==> src/hw/rtl/ttd_pkg.sv <==
// ----------------------------------------------------------------------------
// ttd_pkg
// Shared widths, codes, types and helpers of the touch to d-pad decoder.
// ----------------------------------------------------------------------------
package ttd_pkg;

  localparam int CMD_W     = 2;
  localparam int TAG_W     = 8;
  localparam int TOUCH_W   = 12;
  localparam int PANEL_W   = 12;
  localparam int SCENE_W   = 11;
  localparam int COORD_W   = 16;
  localparam int BTN_IDX_W = 3;
  localparam int SAT_IN_W  = 40;

  localparam logic [CMD_W-1:0] CMD_DOWN   = 2'd0;
  localparam logic [CMD_W-1:0] CMD_UP     = 2'd1;
  localparam logic [CMD_W-1:0] CMD_MOTION = 2'd2;
  localparam logic [CMD_W-1:0] CMD_NONE   = 2'd3;

  localparam int NUM_BUTTONS = 5;
  localparam logic [BTN_IDX_W-1:0] BTN_UP    = 3'd0;
  localparam logic [BTN_IDX_W-1:0] BTN_DOWN  = 3'd1;
  localparam logic [BTN_IDX_W-1:0] BTN_LEFT  = 3'd2;
  localparam logic [BTN_IDX_W-1:0] BTN_RIGHT = 3'd3;
  localparam logic [BTN_IDX_W-1:0] BTN_FIRE  = 3'd4;

  localparam int REG_IDX_W  = 2;
  localparam int REG_DATA_W = 12;
  localparam logic [REG_IDX_W-1:0] REG_PANEL_WIDTH  = 2'd0;
  localparam logic [REG_IDX_W-1:0] REG_PANEL_HEIGHT = 2'd1;
  localparam logic [REG_IDX_W-1:0] REG_SCENE_WIDTH  = 2'd2;
  localparam logic [REG_IDX_W-1:0] REG_SCENE_HEIGHT = 2'd3;

  localparam logic [PANEL_W-1:0] PANEL_WIDTH_RST  = 12'd1920;
  localparam logic [PANEL_W-1:0] PANEL_HEIGHT_RST = 12'd1080;
  localparam logic [SCENE_W-1:0] SCENE_WIDTH_RST  = 11'd480;
  localparam logic [SCENE_W-1:0] SCENE_HEIGHT_RST = 11'd320;

  localparam int STICK_CENTER_DEF = 90;
  localparam int FRAC_BITS_DEF    = 4;
  localparam int EDGE_GAP         = 10;
  localparam int BUTTON_RAD       = 60;
  localparam int DEAD_DIST        = 8;
  localparam int QUEUE_DEPTH      = 4;

  localparam logic signed [SAT_IN_W-1:0] COORD_MAX = 40'sd32767;
  localparam logic signed [SAT_IN_W-1:0] COORD_MIN = -40'sd32768;

  typedef struct packed {
    logic [CMD_W-1:0]          cmd;
    logic [TAG_W-1:0]          tag;
    logic signed [COORD_W-1:0] sx;
    logic signed [COORD_W-1:0] sy;
  } op_t;

  typedef struct packed {
    logic                   idle;
    logic                   stick_owned;
    logic                   fire_owned;
    logic [NUM_BUTTONS-1:0] held;
  } status_t;

  function automatic logic signed [COORD_W-1:0] sat_coord(
    input logic signed [SAT_IN_W-1:0] v
  );
    logic signed [COORD_W-1:0] r;
    if (v > COORD_MAX) begin
      r = 16'sh7fff;
    end else if (v < COORD_MIN) begin
      r = 16'sh8000;
    end else begin
      r = v[COORD_W-1:0];
    end
    return r;
  endfunction

endpackage

==> src/hw/rtl/ttd_if.sv <==
// ----------------------------------------------------------------------------
// ttd_if
// Valid/ready channels of the decoder: touch items in, button items out.
// ----------------------------------------------------------------------------
interface ttd_touch_if import ttd_pkg::*; ();
  logic               valid;
  logic               ready;
  logic [CMD_W-1:0]   cmd;
  logic [TAG_W-1:0]   pointer_tag;
  logic [TOUCH_W-1:0] touch_x;
  logic [TOUCH_W-1:0] touch_y;

  modport source (output valid, cmd, pointer_tag, touch_x, touch_y, input ready);
  modport sink   (input valid, cmd, pointer_tag, touch_x, touch_y, output ready);
endinterface

interface ttd_button_if import ttd_pkg::*; ();
  logic                 valid;
  logic                 ready;
  logic [BTN_IDX_W-1:0] button_index;
  logic                 pressed;
  logic                 last;

  modport source (output valid, button_index, pressed, last, input ready);
  modport sink   (input valid, button_index, pressed, last, output ready);
endinterface

==> src/hw/rtl/ttd_div.sv <==
// ----------------------------------------------------------------------------
// ttd_div
// Restoring unsigned divider, two quotient bits per cycle.
// ----------------------------------------------------------------------------
module ttd_div import ttd_pkg::*; #(
  parameter int DW = 27
) (
  input  logic               clk,
  input  logic               rst,
  input  logic               start,
  input  logic [DW-1:0]      dividend,
  input  logic [PANEL_W-1:0] divisor,
  output logic               done,
  output logic [DW-1:0]      quotient
);

  localparam int STEPS = (DW + 1) / 2;
  localparam int PW    = 2 * STEPS;
  localparam int CW    = $clog2(STEPS);

  logic [PANEL_W:0]   rem;
  logic [PANEL_W:0]   rem_next;
  logic [PW-1:0]      quo;
  logic [PW-1:0]      quo_next;
  logic [PANEL_W-1:0] dvs;
  logic [CW-1:0]      cnt;
  logic               busy;

  always_comb begin
    logic [PANEL_W:0] trial;
    rem_next = rem;
    quo_next = quo;
    for (int i = 0; i < 2; i++) begin
      trial    = {rem_next[PANEL_W-1:0], quo_next[PW-1]};
      quo_next = {quo_next[PW-2:0], 1'b0};
      if (trial >= {1'b0, dvs}) begin
        rem_next    = trial - {1'b0, dvs};
        quo_next[0] = 1'b1;
      end else begin
        rem_next = trial;
      end
    end
  end

  always_ff @(posedge clk) begin
    if (rst) begin
      busy <= 1'b0;
      done <= 1'b0;
    end else begin
      done <= busy && !start && (cnt == '0);
      if (start) begin
        busy <= 1'b1;
        rem  <= '0;
        quo  <= PW'(dividend);
        dvs  <= divisor;
        cnt  <= CW'(STEPS - 1);
      end else if (busy) begin
        rem <= rem_next;
        quo <= quo_next;
        cnt <= cnt - 1'b1;
        if (cnt == '0) begin
          busy <= 1'b0;
        end
      end
    end
  end

  assign quotient = quo[DW-1:0];

endmodule

==> src/hw/rtl/ttd_front.sv <==
// ----------------------------------------------------------------------------
// ttd_front
// Accepts touch items, sorts them by command and scales the point of down
// and motion items to scene coordinates before handing an op to the queue.
// ----------------------------------------------------------------------------
module ttd_front import ttd_pkg::*; #(
  parameter int FRAC_BITS = FRAC_BITS_DEF
) (
  input  logic               clk,
  input  logic               rst,
  ttd_touch_if.sink          touch,
  input  logic [PANEL_W-1:0] panel_width,
  input  logic [PANEL_W-1:0] panel_height,
  input  logic [SCENE_W-1:0] view_width,
  input  logic [SCENE_W-1:0] view_height,
  output op_t                push_op,
  output logic               push_valid,
  input  logic               push_ready
);

  localparam int PW = TOUCH_W + SCENE_W;
  localparam int QW = PW + FRAC_BITS;

  localparam logic [1:0] F_IDLE = 2'd0;
  localparam logic [1:0] F_MUL  = 2'd1;
  localparam logic [1:0] F_DIV  = 2'd2;
  localparam logic [1:0] F_PUSH = 2'd3;

  logic [1:0]         state;
  logic [CMD_W-1:0]   cmd;
  logic [TAG_W-1:0]   tag;
  logic [TOUCH_W-1:0] tx;
  logic [TOUCH_W-1:0] ty;
  logic [PW-1:0]      prod_x;
  logic [PW-1:0]      prod_y;
  logic               div_start;
  logic               done_x;
  logic               done_y;
  logic [QW-1:0]      qx;
  logic [QW-1:0]      qy;
  logic [PANEL_W-1:0] div_w;
  logic [PANEL_W-1:0] div_h;
  logic signed [COORD_W-1:0]  sx;
  logic signed [COORD_W-1:0]  sy;
  logic signed [COORD_W-1:0]  sx_c;
  logic signed [COORD_W-1:0]  sy_c;
  logic signed [SAT_IN_W-1:0] top_s;
  logic signed [SAT_IN_W-1:0] qx_s;
  logic signed [SAT_IN_W-1:0] qy_s;

  assign div_w = (panel_width == '0) ? PANEL_W'(1) : panel_width;
  assign div_h = (panel_height == '0) ? PANEL_W'(1) : panel_height;

  ttd_div #(.DW(QW)) u_div_x (
    .clk      (clk),
    .rst      (rst),
    .start    (div_start),
    .dividend (QW'(prod_x) << FRAC_BITS),
    .divisor  (div_w),
    .done     (done_x),
    .quotient (qx)
  );

  ttd_div #(.DW(QW)) u_div_y (
    .clk      (clk),
    .rst      (rst),
    .start    (div_start),
    .dividend (QW'(prod_y) << FRAC_BITS),
    .divisor  (div_h),
    .done     (done_y),
    .quotient (qy)
  );

  always_comb begin
    top_s = (SAT_IN_W'(signed'({1'b0, view_height})) - SAT_IN_W'(1)) <<< FRAC_BITS;
    qx_s  = signed'(SAT_IN_W'(qx));
    qy_s  = signed'(SAT_IN_W'(qy));
    sx_c  = sat_coord(qx_s);
    sy_c  = sat_coord(top_s - qy_s);
  end

  assign touch.ready = (state == F_IDLE);
  assign push_valid  = (state == F_PUSH);
  assign push_op     = '{cmd: cmd, tag: tag, sx: sx, sy: sy};

  always_ff @(posedge clk) begin
    if (rst) begin
      state     <= F_IDLE;
      div_start <= 1'b0;
    end else begin
      div_start <= (state == F_MUL);
      unique case (state)
        F_IDLE: begin
          if (touch.valid) begin
            cmd <= touch.cmd;
            tag <= touch.pointer_tag;
            tx  <= touch.touch_x;
            ty  <= touch.touch_y;
            unique case (touch.cmd) inside
              CMD_DOWN, CMD_MOTION: state <= F_MUL;
              CMD_UP:               state <= F_PUSH;
              default:              state <= F_IDLE;
            endcase
          end
        end
        F_MUL: begin
          prod_x <= tx * view_width;
          prod_y <= ty * view_height;
          state  <= F_DIV;
        end
        F_DIV: begin
          if (done_x && done_y) begin
            sx    <= sx_c;
            sy    <= sy_c;
            state <= F_PUSH;
          end
        end
        F_PUSH: begin
          if (push_ready) begin
            state <= F_IDLE;
          end
        end
        default: state <= F_IDLE;
      endcase
    end
  end

endmodule

==> src/hw/rtl/ttd_fifo.sv <==
// ----------------------------------------------------------------------------
// ttd_fifo
// Short op queue between the front and the back.
// ----------------------------------------------------------------------------
module ttd_fifo import ttd_pkg::*; (
  input  logic clk,
  input  logic rst,
  input  op_t  push_op,
  input  logic push_valid,
  output logic push_ready,
  output op_t  pop_op,
  output logic pop_valid,
  input  logic pop_ready
);

  localparam int AW   = $clog2(QUEUE_DEPTH);
  localparam int CNTW = $clog2(QUEUE_DEPTH + 1);

  op_t             slots [QUEUE_DEPTH];
  logic [AW-1:0]   wr_ptr;
  logic [AW-1:0]   rd_ptr;
  logic [CNTW-1:0] count;
  logic            do_push;
  logic            do_pop;

  assign push_ready = (count != CNTW'(QUEUE_DEPTH));
  assign pop_valid  = (count != '0);
  assign do_push    = push_valid && push_ready;
  assign do_pop     = pop_valid && pop_ready;
  assign pop_op     = slots[rd_ptr];

  always_ff @(posedge clk) begin
    if (do_push) begin
      slots[wr_ptr] <= push_op;
    end
  end

  always_ff @(posedge clk) begin
    if (rst) begin
      wr_ptr <= '0;
      rd_ptr <= '0;
      count  <= '0;
    end else begin
      if (do_push) begin
        wr_ptr <= wr_ptr + 1'b1;
      end
      if (do_pop) begin
        rd_ptr <= rd_ptr + 1'b1;
      end
      case ({do_push, do_pop})
        2'b10:   count <= count + 1'b1;
        2'b01:   count <= count - 1'b1;
        default: count <= count;
      endcase
    end
  end

endmodule

==> src/hw/rtl/ttd_back.sv <==
// ----------------------------------------------------------------------------
// ttd_back
// Applies ops to stick and fire ownership, sorts the stick offset into a
// direction and emits one button item per changed bit.
// ----------------------------------------------------------------------------
module ttd_back import ttd_pkg::*; #(
  parameter int STICK_CENTER = STICK_CENTER_DEF,
  parameter int FRAC_BITS    = FRAC_BITS_DEF
) (
  input  logic               clk,
  input  logic               rst,
  input  logic [SCENE_W-1:0] view_width,
  input  op_t                pop_op,
  input  logic               pop_valid,
  output logic               pop_ready,
  ttd_button_if.source       button,
  output status_t            status
);

  localparam int FRAC_ONE   = 2 ** FRAC_BITS;
  localparam int STICK_LIM  = 2 * STICK_CENTER * FRAC_ONE;
  localparam int CENTER     = STICK_CENTER * FRAC_ONE;
  localparam int FIRE_SPAN  = 2 * (EDGE_GAP + BUTTON_RAD);
  localparam int FIRE_Y_LIM = FIRE_SPAN * FRAC_ONE;
  localparam logic [31:0] DEAD_LEN2 = 32'(DEAD_DIST * DEAD_DIST) << (2 * FRAC_BITS);

  localparam logic [2:0] B_IDLE   = 3'd0;
  localparam logic [2:0] B_APPLY  = 3'd1;
  localparam logic [2:0] B_SQUARE = 3'd2;
  localparam logic [2:0] B_MASK   = 3'd3;
  localparam logic [2:0] B_EMIT   = 3'd4;

  logic [2:0]             state;
  op_t                    cur;
  logic                   stick_owned;
  logic [TAG_W-1:0]       stick_owner;
  logic                   fire_owned;
  logic [TAG_W-1:0]       fire_owner;
  logic signed [COORD_W-1:0] offset_x;
  logic signed [COORD_W-1:0] offset_y;
  logic [NUM_BUTTONS-1:0] held_mask;
  logic [NUM_BUTTONS-1:0] pend;
  logic [30:0]            sq_x;
  logic [30:0]            sq_y;

  logic                   out_valid;
  logic [BTN_IDX_W-1:0]   out_index;
  logic                   out_pressed;
  logic                   out_last;

  int                     sx_i;
  int                     sy_i;
  int                     fire_x_lim;
  int                     ox_i;
  int                     oy_i;
  logic                   in_stick;
  logic                   in_fire;
  logic                   stick_hit;
  logic                   fire_hit;
  logic                   do_refresh;
  logic signed [COORD_W-1:0] place_x;
  logic signed [COORD_W-1:0] place_y;
  logic signed [31:0]     prod_x;
  logic signed [31:0]     prod_y;
  logic [31:0]            len2;
  logic [NUM_BUTTONS-1:0] next_mask;
  logic [NUM_BUTTONS-1:0] low;
  logic [NUM_BUTTONS-1:0] rest;
  logic [BTN_IDX_W-1:0]   low_idx;
  logic                   out_free;

  always_comb begin
    sx_i       = int'(cur.sx);
    sy_i       = int'(cur.sy);
    fire_x_lim = (int'(view_width) - FIRE_SPAN) * FRAC_ONE;
    in_stick   = (sx_i < STICK_LIM) && (sy_i < STICK_LIM);
    in_fire    = (sx_i > fire_x_lim) && (sy_i < FIRE_Y_LIM);
    stick_hit  = stick_owned && (cur.tag == stick_owner);
    fire_hit   = fire_owned && (cur.tag == fire_owner);
    place_x    = sat_coord(SAT_IN_W'(sx_i - CENTER));
    place_y    = sat_coord(SAT_IN_W'(sy_i - CENTER));
    unique case (cur.cmd)
      CMD_DOWN:   do_refresh = in_stick || in_fire;
      CMD_UP:     do_refresh = stick_hit || fire_hit;
      CMD_MOTION: do_refresh = stick_hit;
      default:    do_refresh = 1'b0;
    endcase
  end

  always_comb begin
    prod_x = offset_x * offset_x;
    prod_y = offset_y * offset_y;
    len2   = {1'b0, sq_x} + {1'b0, sq_y};
    ox_i   = int'(offset_x);
    oy_i   = int'(offset_y);
    next_mask = '0;
    if (len2 > DEAD_LEN2) begin
      if (oy_i > ox_i) begin
        next_mask[(oy_i < -ox_i) ? BTN_LEFT : BTN_UP] = 1'b1;
      end else begin
        next_mask[(oy_i > -ox_i) ? BTN_RIGHT : BTN_DOWN] = 1'b1;
      end
    end
    next_mask[BTN_FIRE] = fire_owned;
  end

  always_comb begin
    low     = pend & (~pend + 1'b1);
    rest    = pend & ~low;
    low_idx = '0;
    for (int i = 0; i < NUM_BUTTONS; i++) begin
      if (low[i]) begin
        low_idx = BTN_IDX_W'(i);
      end
    end
  end

  assign out_free  = !out_valid || button.ready;
  assign pop_ready = (state == B_IDLE);

  always_ff @(posedge clk) begin
    if (rst) begin
      state       <= B_IDLE;
      stick_owned <= 1'b0;
      stick_owner <= '0;
      fire_owned  <= 1'b0;
      fire_owner  <= '0;
      offset_x    <= '0;
      offset_y    <= '0;
      held_mask   <= '0;
      out_valid   <= 1'b0;
    end else begin
      if ((state == B_EMIT) && out_free) begin
        out_valid <= 1'b1;
      end else if (button.ready) begin
        out_valid <= 1'b0;
      end
      unique case (state)
        B_IDLE: begin
          if (pop_valid) begin
            cur   <= pop_op;
            state <= B_APPLY;
          end
        end
        B_APPLY: begin
          unique case (cur.cmd)
            CMD_DOWN: begin
              if (in_stick) begin
                stick_owned <= 1'b1;
                stick_owner <= cur.tag;
                offset_x    <= place_x;
                offset_y    <= place_y;
              end else if (in_fire) begin
                fire_owned <= 1'b1;
                fire_owner <= cur.tag;
              end
            end
            CMD_UP: begin
              if (stick_hit) begin
                stick_owned <= 1'b0;
                stick_owner <= '0;
                offset_x    <= '0;
                offset_y    <= '0;
              end else if (fire_hit) begin
                fire_owned <= 1'b0;
                fire_owner <= '0;
              end
            end
            CMD_MOTION: begin
              if (stick_hit) begin
                offset_x <= place_x;
                offset_y <= place_y;
              end
            end
            default: ;
          endcase
          state <= do_refresh ? B_SQUARE : B_IDLE;
        end
        B_SQUARE: begin
          sq_x  <= prod_x[30:0];
          sq_y  <= prod_y[30:0];
          state <= B_MASK;
        end
        B_MASK: begin
          held_mask <= next_mask;
          pend      <= next_mask ^ held_mask;
          state     <= ((next_mask ^ held_mask) == '0) ? B_IDLE : B_EMIT;
        end
        B_EMIT: begin
          if (out_free) begin
            out_index   <= low_idx;
            out_pressed <= |(low & held_mask);
            out_last    <= (rest == '0);
            pend        <= rest;
            if (rest == '0) begin
              state <= B_IDLE;
            end
          end
        end
        default: state <= B_IDLE;
      endcase
    end
  end

  assign button.valid        = out_valid;
  assign button.button_index = out_index;
  assign button.pressed      = out_pressed;
  assign button.last         = out_last;

  assign status = '{idle: (state == B_IDLE), stick_owned: stick_owned,
                    fire_owned: fire_owned, held: held_mask};

endmodule

==> src/hw/rtl/touch_to_dpad_decoder.sv <==
// ----------------------------------------------------------------------------
// touch_to_dpad_decoder
// Turns touch down/up/motion items into d-pad and fire press/release items.
// ----------------------------------------------------------------------------
// A down or motion item occupies the input side until the two-bit-per-cycle
// dividers have scaled x and y in parallel and its op is queued; an up item
// is queued unscaled and an unknown command is dropped. Ops pass through a
// 4-entry queue to the back end, which applies each op and, if it may change
// a button, emits one button item per changed bit, so input and output stall
// independently. Button items for one touch item come out in ascending button
// order (up, down, left, right, fire) with last set on the final one; an item
// that changes nothing emits nothing. The user must write configuration
// registers through cfg_wen/cfg_index/cfg_wdata only while idle; the block
// itself does not enforce this.
// ----------------------------------------------------------------------------
module touch_to_dpad_decoder import ttd_pkg::*; #(
  parameter int STICK_CENTER = STICK_CENTER_DEF,
  parameter int FRAC_BITS    = FRAC_BITS_DEF
) (
  input  logic                  clk,
  input  logic                  rst,
  input  logic                  cfg_wen,
  input  logic [REG_IDX_W-1:0]  cfg_index,
  input  logic [REG_DATA_W-1:0] cfg_wdata,
  ttd_touch_if.sink             touch,
  ttd_button_if.source          button
);

  logic [PANEL_W-1:0] panel_width;
  logic [PANEL_W-1:0] panel_height;
  logic [SCENE_W-1:0] view_width;
  logic [SCENE_W-1:0] view_height;

  op_t     push_op;
  logic    push_valid;
  logic    push_ready;
  op_t     pop_op;
  logic    pop_valid;
  logic    pop_ready;
  status_t status;

  always_ff @(posedge clk) begin
    if (rst) begin
      panel_width  <= PANEL_WIDTH_RST;
      panel_height <= PANEL_HEIGHT_RST;
      view_width   <= SCENE_WIDTH_RST;
      view_height  <= SCENE_HEIGHT_RST;
    end else if (cfg_wen) begin
      unique case (cfg_index)
        REG_PANEL_WIDTH:  panel_width  <= cfg_wdata[PANEL_W-1:0];
        REG_PANEL_HEIGHT: panel_height <= cfg_wdata[PANEL_W-1:0];
        REG_SCENE_WIDTH:  view_width   <= cfg_wdata[SCENE_W-1:0];
        REG_SCENE_HEIGHT: view_height  <= cfg_wdata[SCENE_W-1:0];
        default: ;
      endcase
    end
  end

  ttd_front #(.FRAC_BITS(FRAC_BITS)) u_front (
    .clk          (clk),
    .rst          (rst),
    .touch        (touch),
    .panel_width  (panel_width),
    .panel_height (panel_height),
    .view_width   (view_width),
    .view_height  (view_height),
    .push_op      (push_op),
    .push_valid   (push_valid),
    .push_ready   (push_ready)
  );

  ttd_fifo u_fifo (
    .clk        (clk),
    .rst        (rst),
    .push_op    (push_op),
    .push_valid (push_valid),
    .push_ready (push_ready),
    .pop_op     (pop_op),
    .pop_valid  (pop_valid),
    .pop_ready  (pop_ready)
  );

  ttd_back #(.STICK_CENTER(STICK_CENTER), .FRAC_BITS(FRAC_BITS)) u_back (
    .clk         (clk),
    .rst         (rst),
    .view_width  (view_width),
    .pop_op      (pop_op),
    .pop_valid   (pop_valid),
    .pop_ready   (pop_ready),
    .button      (button),
    .status      (status)
  );

  a_one_direction: assert property (@(posedge clk) disable iff (rst)
    $onehot0(status.held[BTN_RIGHT:BTN_UP]))
    else $error("more than one direction held");

  a_fire_tracks_owner: assert property (@(posedge clk) disable iff (rst)
    status.idle |-> (status.held[BTN_FIRE] == status.fire_owned))
    else $error("fire held bit out of step with fire ownership");

  a_no_stick_no_dir: assert property (@(posedge clk) disable iff (rst)
    (status.idle && !status.stick_owned) |-> (status.held[BTN_RIGHT:BTN_UP] == '0))
    else $error("direction held without a stick owner");

  a_busy_after_scale: assert property (@(posedge clk) disable iff (rst)
    (touch.valid && touch.ready && (touch.cmd == CMD_DOWN || touch.cmd == CMD_MOTION))
      |=> !touch.ready)
    else $error("front took a new item while scaling");

endmodule

==> src/flat_wrapper.sv <==
// flat-port wrapper written by rule: the top's interface ports become plain ports
module touch_to_dpad_decoder_flat import ttd_pkg::*;
#(
  parameter int STICK_CENTER = STICK_CENTER_DEF,
  parameter int FRAC_BITS    = FRAC_BITS_DEF
)
  (clk, rst, cfg_wen, cfg_index, cfg_wdata, touch_valid, touch_cmd, touch_pointer_tag, touch_touch_x, touch_touch_y, touch_ready, button_valid, button_button_index, button_pressed, button_last, button_ready);
  ttd_touch_if touch_i ();
  ttd_button_if button_i ();
  input  logic clk;
  input  logic rst;
  input  logic cfg_wen;
  input  logic [REG_IDX_W-1:0] cfg_index;
  input  logic [REG_DATA_W-1:0] cfg_wdata;
  input wire logic [$bits(touch_i.valid)-1:0] touch_valid;
  input wire logic [$bits(touch_i.cmd)-1:0] touch_cmd;
  input wire logic [$bits(touch_i.pointer_tag)-1:0] touch_pointer_tag;
  input wire logic [$bits(touch_i.touch_x)-1:0] touch_touch_x;
  input wire logic [$bits(touch_i.touch_y)-1:0] touch_touch_y;
  output wire logic [$bits(touch_i.ready)-1:0] touch_ready;
  output wire logic [$bits(button_i.valid)-1:0] button_valid;
  output wire logic [$bits(button_i.button_index)-1:0] button_button_index;
  output wire logic [$bits(button_i.pressed)-1:0] button_pressed;
  output wire logic [$bits(button_i.last)-1:0] button_last;
  input wire logic [$bits(button_i.ready)-1:0] button_ready;
  assign touch_i.valid = touch_valid;
  assign touch_i.cmd = touch_cmd;
  assign touch_i.pointer_tag = touch_pointer_tag;
  assign touch_i.touch_x = touch_touch_x;
  assign touch_i.touch_y = touch_touch_y;
  assign touch_ready = touch_i.ready;
  assign button_valid = button_i.valid;
  assign button_button_index = button_i.button_index;
  assign button_pressed = button_i.pressed;
  assign button_last = button_i.last;
  assign button_i.ready = button_ready;
  touch_to_dpad_decoder #(.STICK_CENTER(STICK_CENTER), .FRAC_BITS(FRAC_BITS)) u_core (.clk(clk), .rst(rst), .cfg_wen(cfg_wen), .cfg_index(cfg_index), .cfg_wdata(cfg_wdata), .touch(touch_i), .button(button_i));
endmodule
==> config.mk <==
export PLATFORM = sky130hd
export DESIGN_NAME = touch_to_dpad_decoder_flat
export DESIGN_NICKNAME = d
export VERILOG_FILES = /design/src/hw/rtl/ttd_pkg.sv /design/src/hw/rtl/ttd_if.sv /design/src/hw/rtl/ttd_div.sv /design/src/hw/rtl/ttd_front.sv /design/src/hw/rtl/ttd_fifo.sv /design/src/hw/rtl/ttd_back.sv /design/src/hw/rtl/touch_to_dpad_decoder.sv /design/src/flat_wrapper.sv
export SDC_FILE = /design/constraint.sdc
export NUM_CORES = 2
export LEC_CHECK = 0
export BUFFER_PORTS_ARGS = -buffer_cell sky130_fd_sc_hd__buf_4
export CORE_MARGIN = 2
export CORE_UTILIZATION = 55
export DETAILED_ROUTE_END_ITERATION = 6
export GPL_TIMING_DRIVEN = 0
export PLACE_DENSITY = 0.79
export SYNTH_ARGS = -nofsm -noshare
export SYNTH_HDL_FRONTEND = slang
export SYNTH_SLANG_ARGS = --single-unit
==> constraint.sdc <==
create_clock -name clk -period 18.9 [get_ports clk]
set_input_delay 4.725 -clock clk [delete_from_list [all_inputs] [get_ports clk]]
set_output_delay 4.725 -clock clk [all_outputs]
set_load 0.02 [all_outputs]
==> results.cfg <==
[setup_path]
critical_path_required_ps = 19270
cp_top_family = adder cells
cpPeakStageDelay_ps = 550
setup.worst_path.start_class = flip-flop
cpMaxStageDelayCell = fa_1
cp_num_buf_inv = 8
worstPathArrival_ps = 8730
path_class = flip-flop to flip-flop
crit_fanout = 8
worstSetupEndpointType = flip-flop

[die]
start_util = 0.556
pin_count = 60
core_area_mm2 = 0.102
rows = 117
dieArea_mm2 = 0.106
dieWidth_um = 325
die_y_um = 325

[power_and_ir_drop]
power_mw = 5.00
p_comb_frac = 0.376
p_int_mw = 3.25
power.share.clock = 0.268
p_seq_frac = 0.355
power_leakage_nw = 27.5
swShare = 0.349
p_per_area_mw_per_mm2 = 81.4
p_sw_mw = 1.75
vdd_drop_max_v = 0.0000823

[yosys]
yosysTopAreaCell = edfxtp_1
syn-instance-count = 5611
synth_top_family_by_area = adder cells
synth_cell_types = 90
synth-compound-area-share = 0.0855
synth_flop_cell = edfxtp_1
synth_area_mm2 = 0.0566
synth_nets = 6783
ys_warn_count = 0
synth_edf_count = 504
ys_seq_area_frac = 0.309
ys_ff_latch = 623
synthAdderAreaFrac = 0.333
muxShareOfSynthArea = 0.0246
synth_top_cell_area_share = 0.267
synth_area_per_cell_um2 = 10.1
synthSimpleGateAreaFrac = 0.124
async_flop_share = 0
synth-xor-area-share = 0.0388
synth.area.top_cells = edfxtp_1 (27%), fa_1 (23%), ha_1 (10%)

[sta]
worst_pin_slew_ps = 1420
hold_violations = 0
clock_skew_ps = 32.2
tns_ps = 0
clock.fmax_ghz = 0.120
fin_crit_sh = 0.442
finalCriticalPeriod_ps = 8350
relSlewSlack = 0.0479
drv_slew = 0
rsz0062_at_grt = false
final-setup-viol-count = 0
whs_ps = 470

[routing]
dr.pass1.iters = 6
ant_nets = 0
wirelength_um = 134000
drt_iter0_drc = 3011
viasPerCell = 5.61
vias = 40272
avgRoutedWirePerCell_um = 18.7
drc = 0

[clocking]
cts_tree = done
post_cts_resized = 0
cts.clk_slew.worst_paths_ps = 60
cts-root-buf = clkbuf_16
cts_hold_buf = 0
htreeDepth = 3
clk_latency_ps = 630
clkSinkCount = 623
cts_max_path_buffers = 3
post_cts_buffers = 0
cts_made_buffers = 68

[placement]
dp_hpwl_um = 105000
io_buffers = 59
routabilityCongestion = 0.943

[hold_path]
hold_class = flip-flop to flip-flop

[cells_and_area]
drive_gt1_frac = 0.0576
nNetsFinal = 6933
syn_to_final_growth_pct = 8.39

[global_routing]
grt_overflow = 0
grt_pass1_wl_um = 216000
grt_usage = 0.257
grt_max_degree = 35
grt_pass1_vias = 41932
antenna_found_initial = 2

[run_status]
status = finished clean

[flow_run]
maxCapViolCount = 0
[registers in the layout, summed over array words and instances (netlist names), 16 cells and up]
| register | flops |
|---|---|
| u_core.u_fifo.slots | 168 |
| u_core.u_back.cur | 42 |
| u_core.u_back.sq_x | 30 |
| u_core.u_back.sq_y | 30 |
| u_core.u_front.u_div_x.quo | 28 |
| u_core.u_front.u_div_y.quo | 28 |
| u_core.u_front.prod_x | 23 |
| u_core.u_front.prod_y | 23 |
| u_core.u_back.offset_x | 16 |
| u_core.u_back.offset_y | 16 |
| u_core.u_front.sx | 16 |
| u_core.u_front.sy | 16 |
[cells in the mapped netlist, types with 27 or more instances]
library cell	n
inv_1	1046
fa_1	644
nand2_1	591
edfxtp_1	504
ha_1	475
nor2_1	320
a21oi_1	237
clkbuf_1	200
o21ai_0	179
xnor2_1	172
and2_1	160
dfxtp_1	119
nor3_1	87
xor2_1	79
a21o_1	61
nand3_1	51
nor2b_1	48
mux4_2	42
nand4_1	35
nand2b_1	34
or3_1	32
mux2_2	30
nor4_1	30
o21a_1	29
or2_2	29
a211oi_1	27
and3_1	27
[power groups by stage]
| stage | Combinational [mW] | Clock, mW | Sequential (mW) |
|---|---|---|---|
| global route | 2.10 | 1.41 | 1.79 |
| floorplan | 1.42 | 0 | 1.78 |
| CTS | 1.87 | 1.36 | 1.77 |
| detailed placement | 1.84 | 0 | 1.80 |
| finish | 1.88 | 1.34 | 1.78 |
| global placement | 1.75 | 0 | 1.81 |
[final timing paths]
kind / start / end / slack [ps] / cells past startpoint
worst max-delay path: u_core.u_back.offset_x[6] / u_core.u_back.sq_x[29] / 10550 / 26
worst max register to register: u_core.u_back.offset_x[6] / u_core.u_back.sq_x[29] / 10550 / 26
worst min-delay path: u_core.panel_width[0] / u_core.panel_width[0] / 470 / 2
worst min register to register: u_core.panel_width[0] / u_core.panel_width[0] / 470 / 2
[metal layers]
layer  up-vias  track usage  share of wire
li1      18625            -              -
met1     19830        0.321           0.40
met2      1468        0.441           0.49
met3       349       0.0425          0.070
met4         0        0.111          0.046
met5         -            0              0
[area by class of cell]
| cell class | count | area, um^2 |
|---|---|---|
| Antenna cell | 2 | 5.00 |
| Buffer | 214 | 815 |
| Clock buffer | 90 | 1870 |
| Clock inverter | 34 | 375 |
| Fill cell | 8143 | 40500 |
| Inverter | 1059 | 3980 |
| Multi-Input combinational cell | 3715 | 34400 |
| Sequential cell | 623 | 17500 |
| Tap cell | 1368 | 1710 |
| Timing Repair Buffer | 80 | 738 |
[cell families after synthesis]
logic type / count (synthesis)
multiplexers: 83
AO/OA/AOI/OAI: 758
other: 1
flip-flops: 623
adder cells (fa/ha/maj): 1120
AND/OR/NAND/NOR: 1502
buffers and inverters: 1273
XOR/XNOR: 251
[layout by cell type, fill, tap and decap left out, types with 35 or more instances in the layout]
| master | n |
|---|---|
| clkbuf_1 | 217 |
| mux4_2 | 42 |
| nand2_1 | 591 |
| nand3_1 | 51 |
| buf_4 | 66 |
| nor2_1 | 317 |
| a21oi_1 | 237 |
| and2_1 | 156 |
| xnor2_1 | 172 |
| o21ai_0 | 179 |
| nor3_1 | 87 |
| clkbuf_16 | 71 |
| xor2_1 | 79 |
| dfxtp_1 | 119 |
| a21o_1 | 61 |
| ha_1 | 475 |
| nand4_1 | 35 |
| nor2b_1 | 46 |
| fa_1 | 644 |
| edfxtp_1 | 504 |
| inv_1 | 1046 |
[tightest hold or removal path: stages (launching register included)]
cell and delay [ps]:
dfxtp_1 320, nand2_1 50, a21oi_1 50
[metrics by stage]
| step | cells | setup slack [ps] | instance area, um^2 | util |
|---|---|---|---|---|
| CTS | 7183 | 10710 | 61400 | 0.603 |
| global placement | 7038 | 4480 | 58800 | 0.577 |
| detailed placement | 7059 | 10680 | 59100 | 0.580 |
| floorplan | 5611 | 7610 | 56600 | - |
| finish | 7185 | 10550 | 61400 | 0.603 |
| global route | 7183 | 10190 | 61400 | 0.603 |
Power figures use the tool's default switching activity.
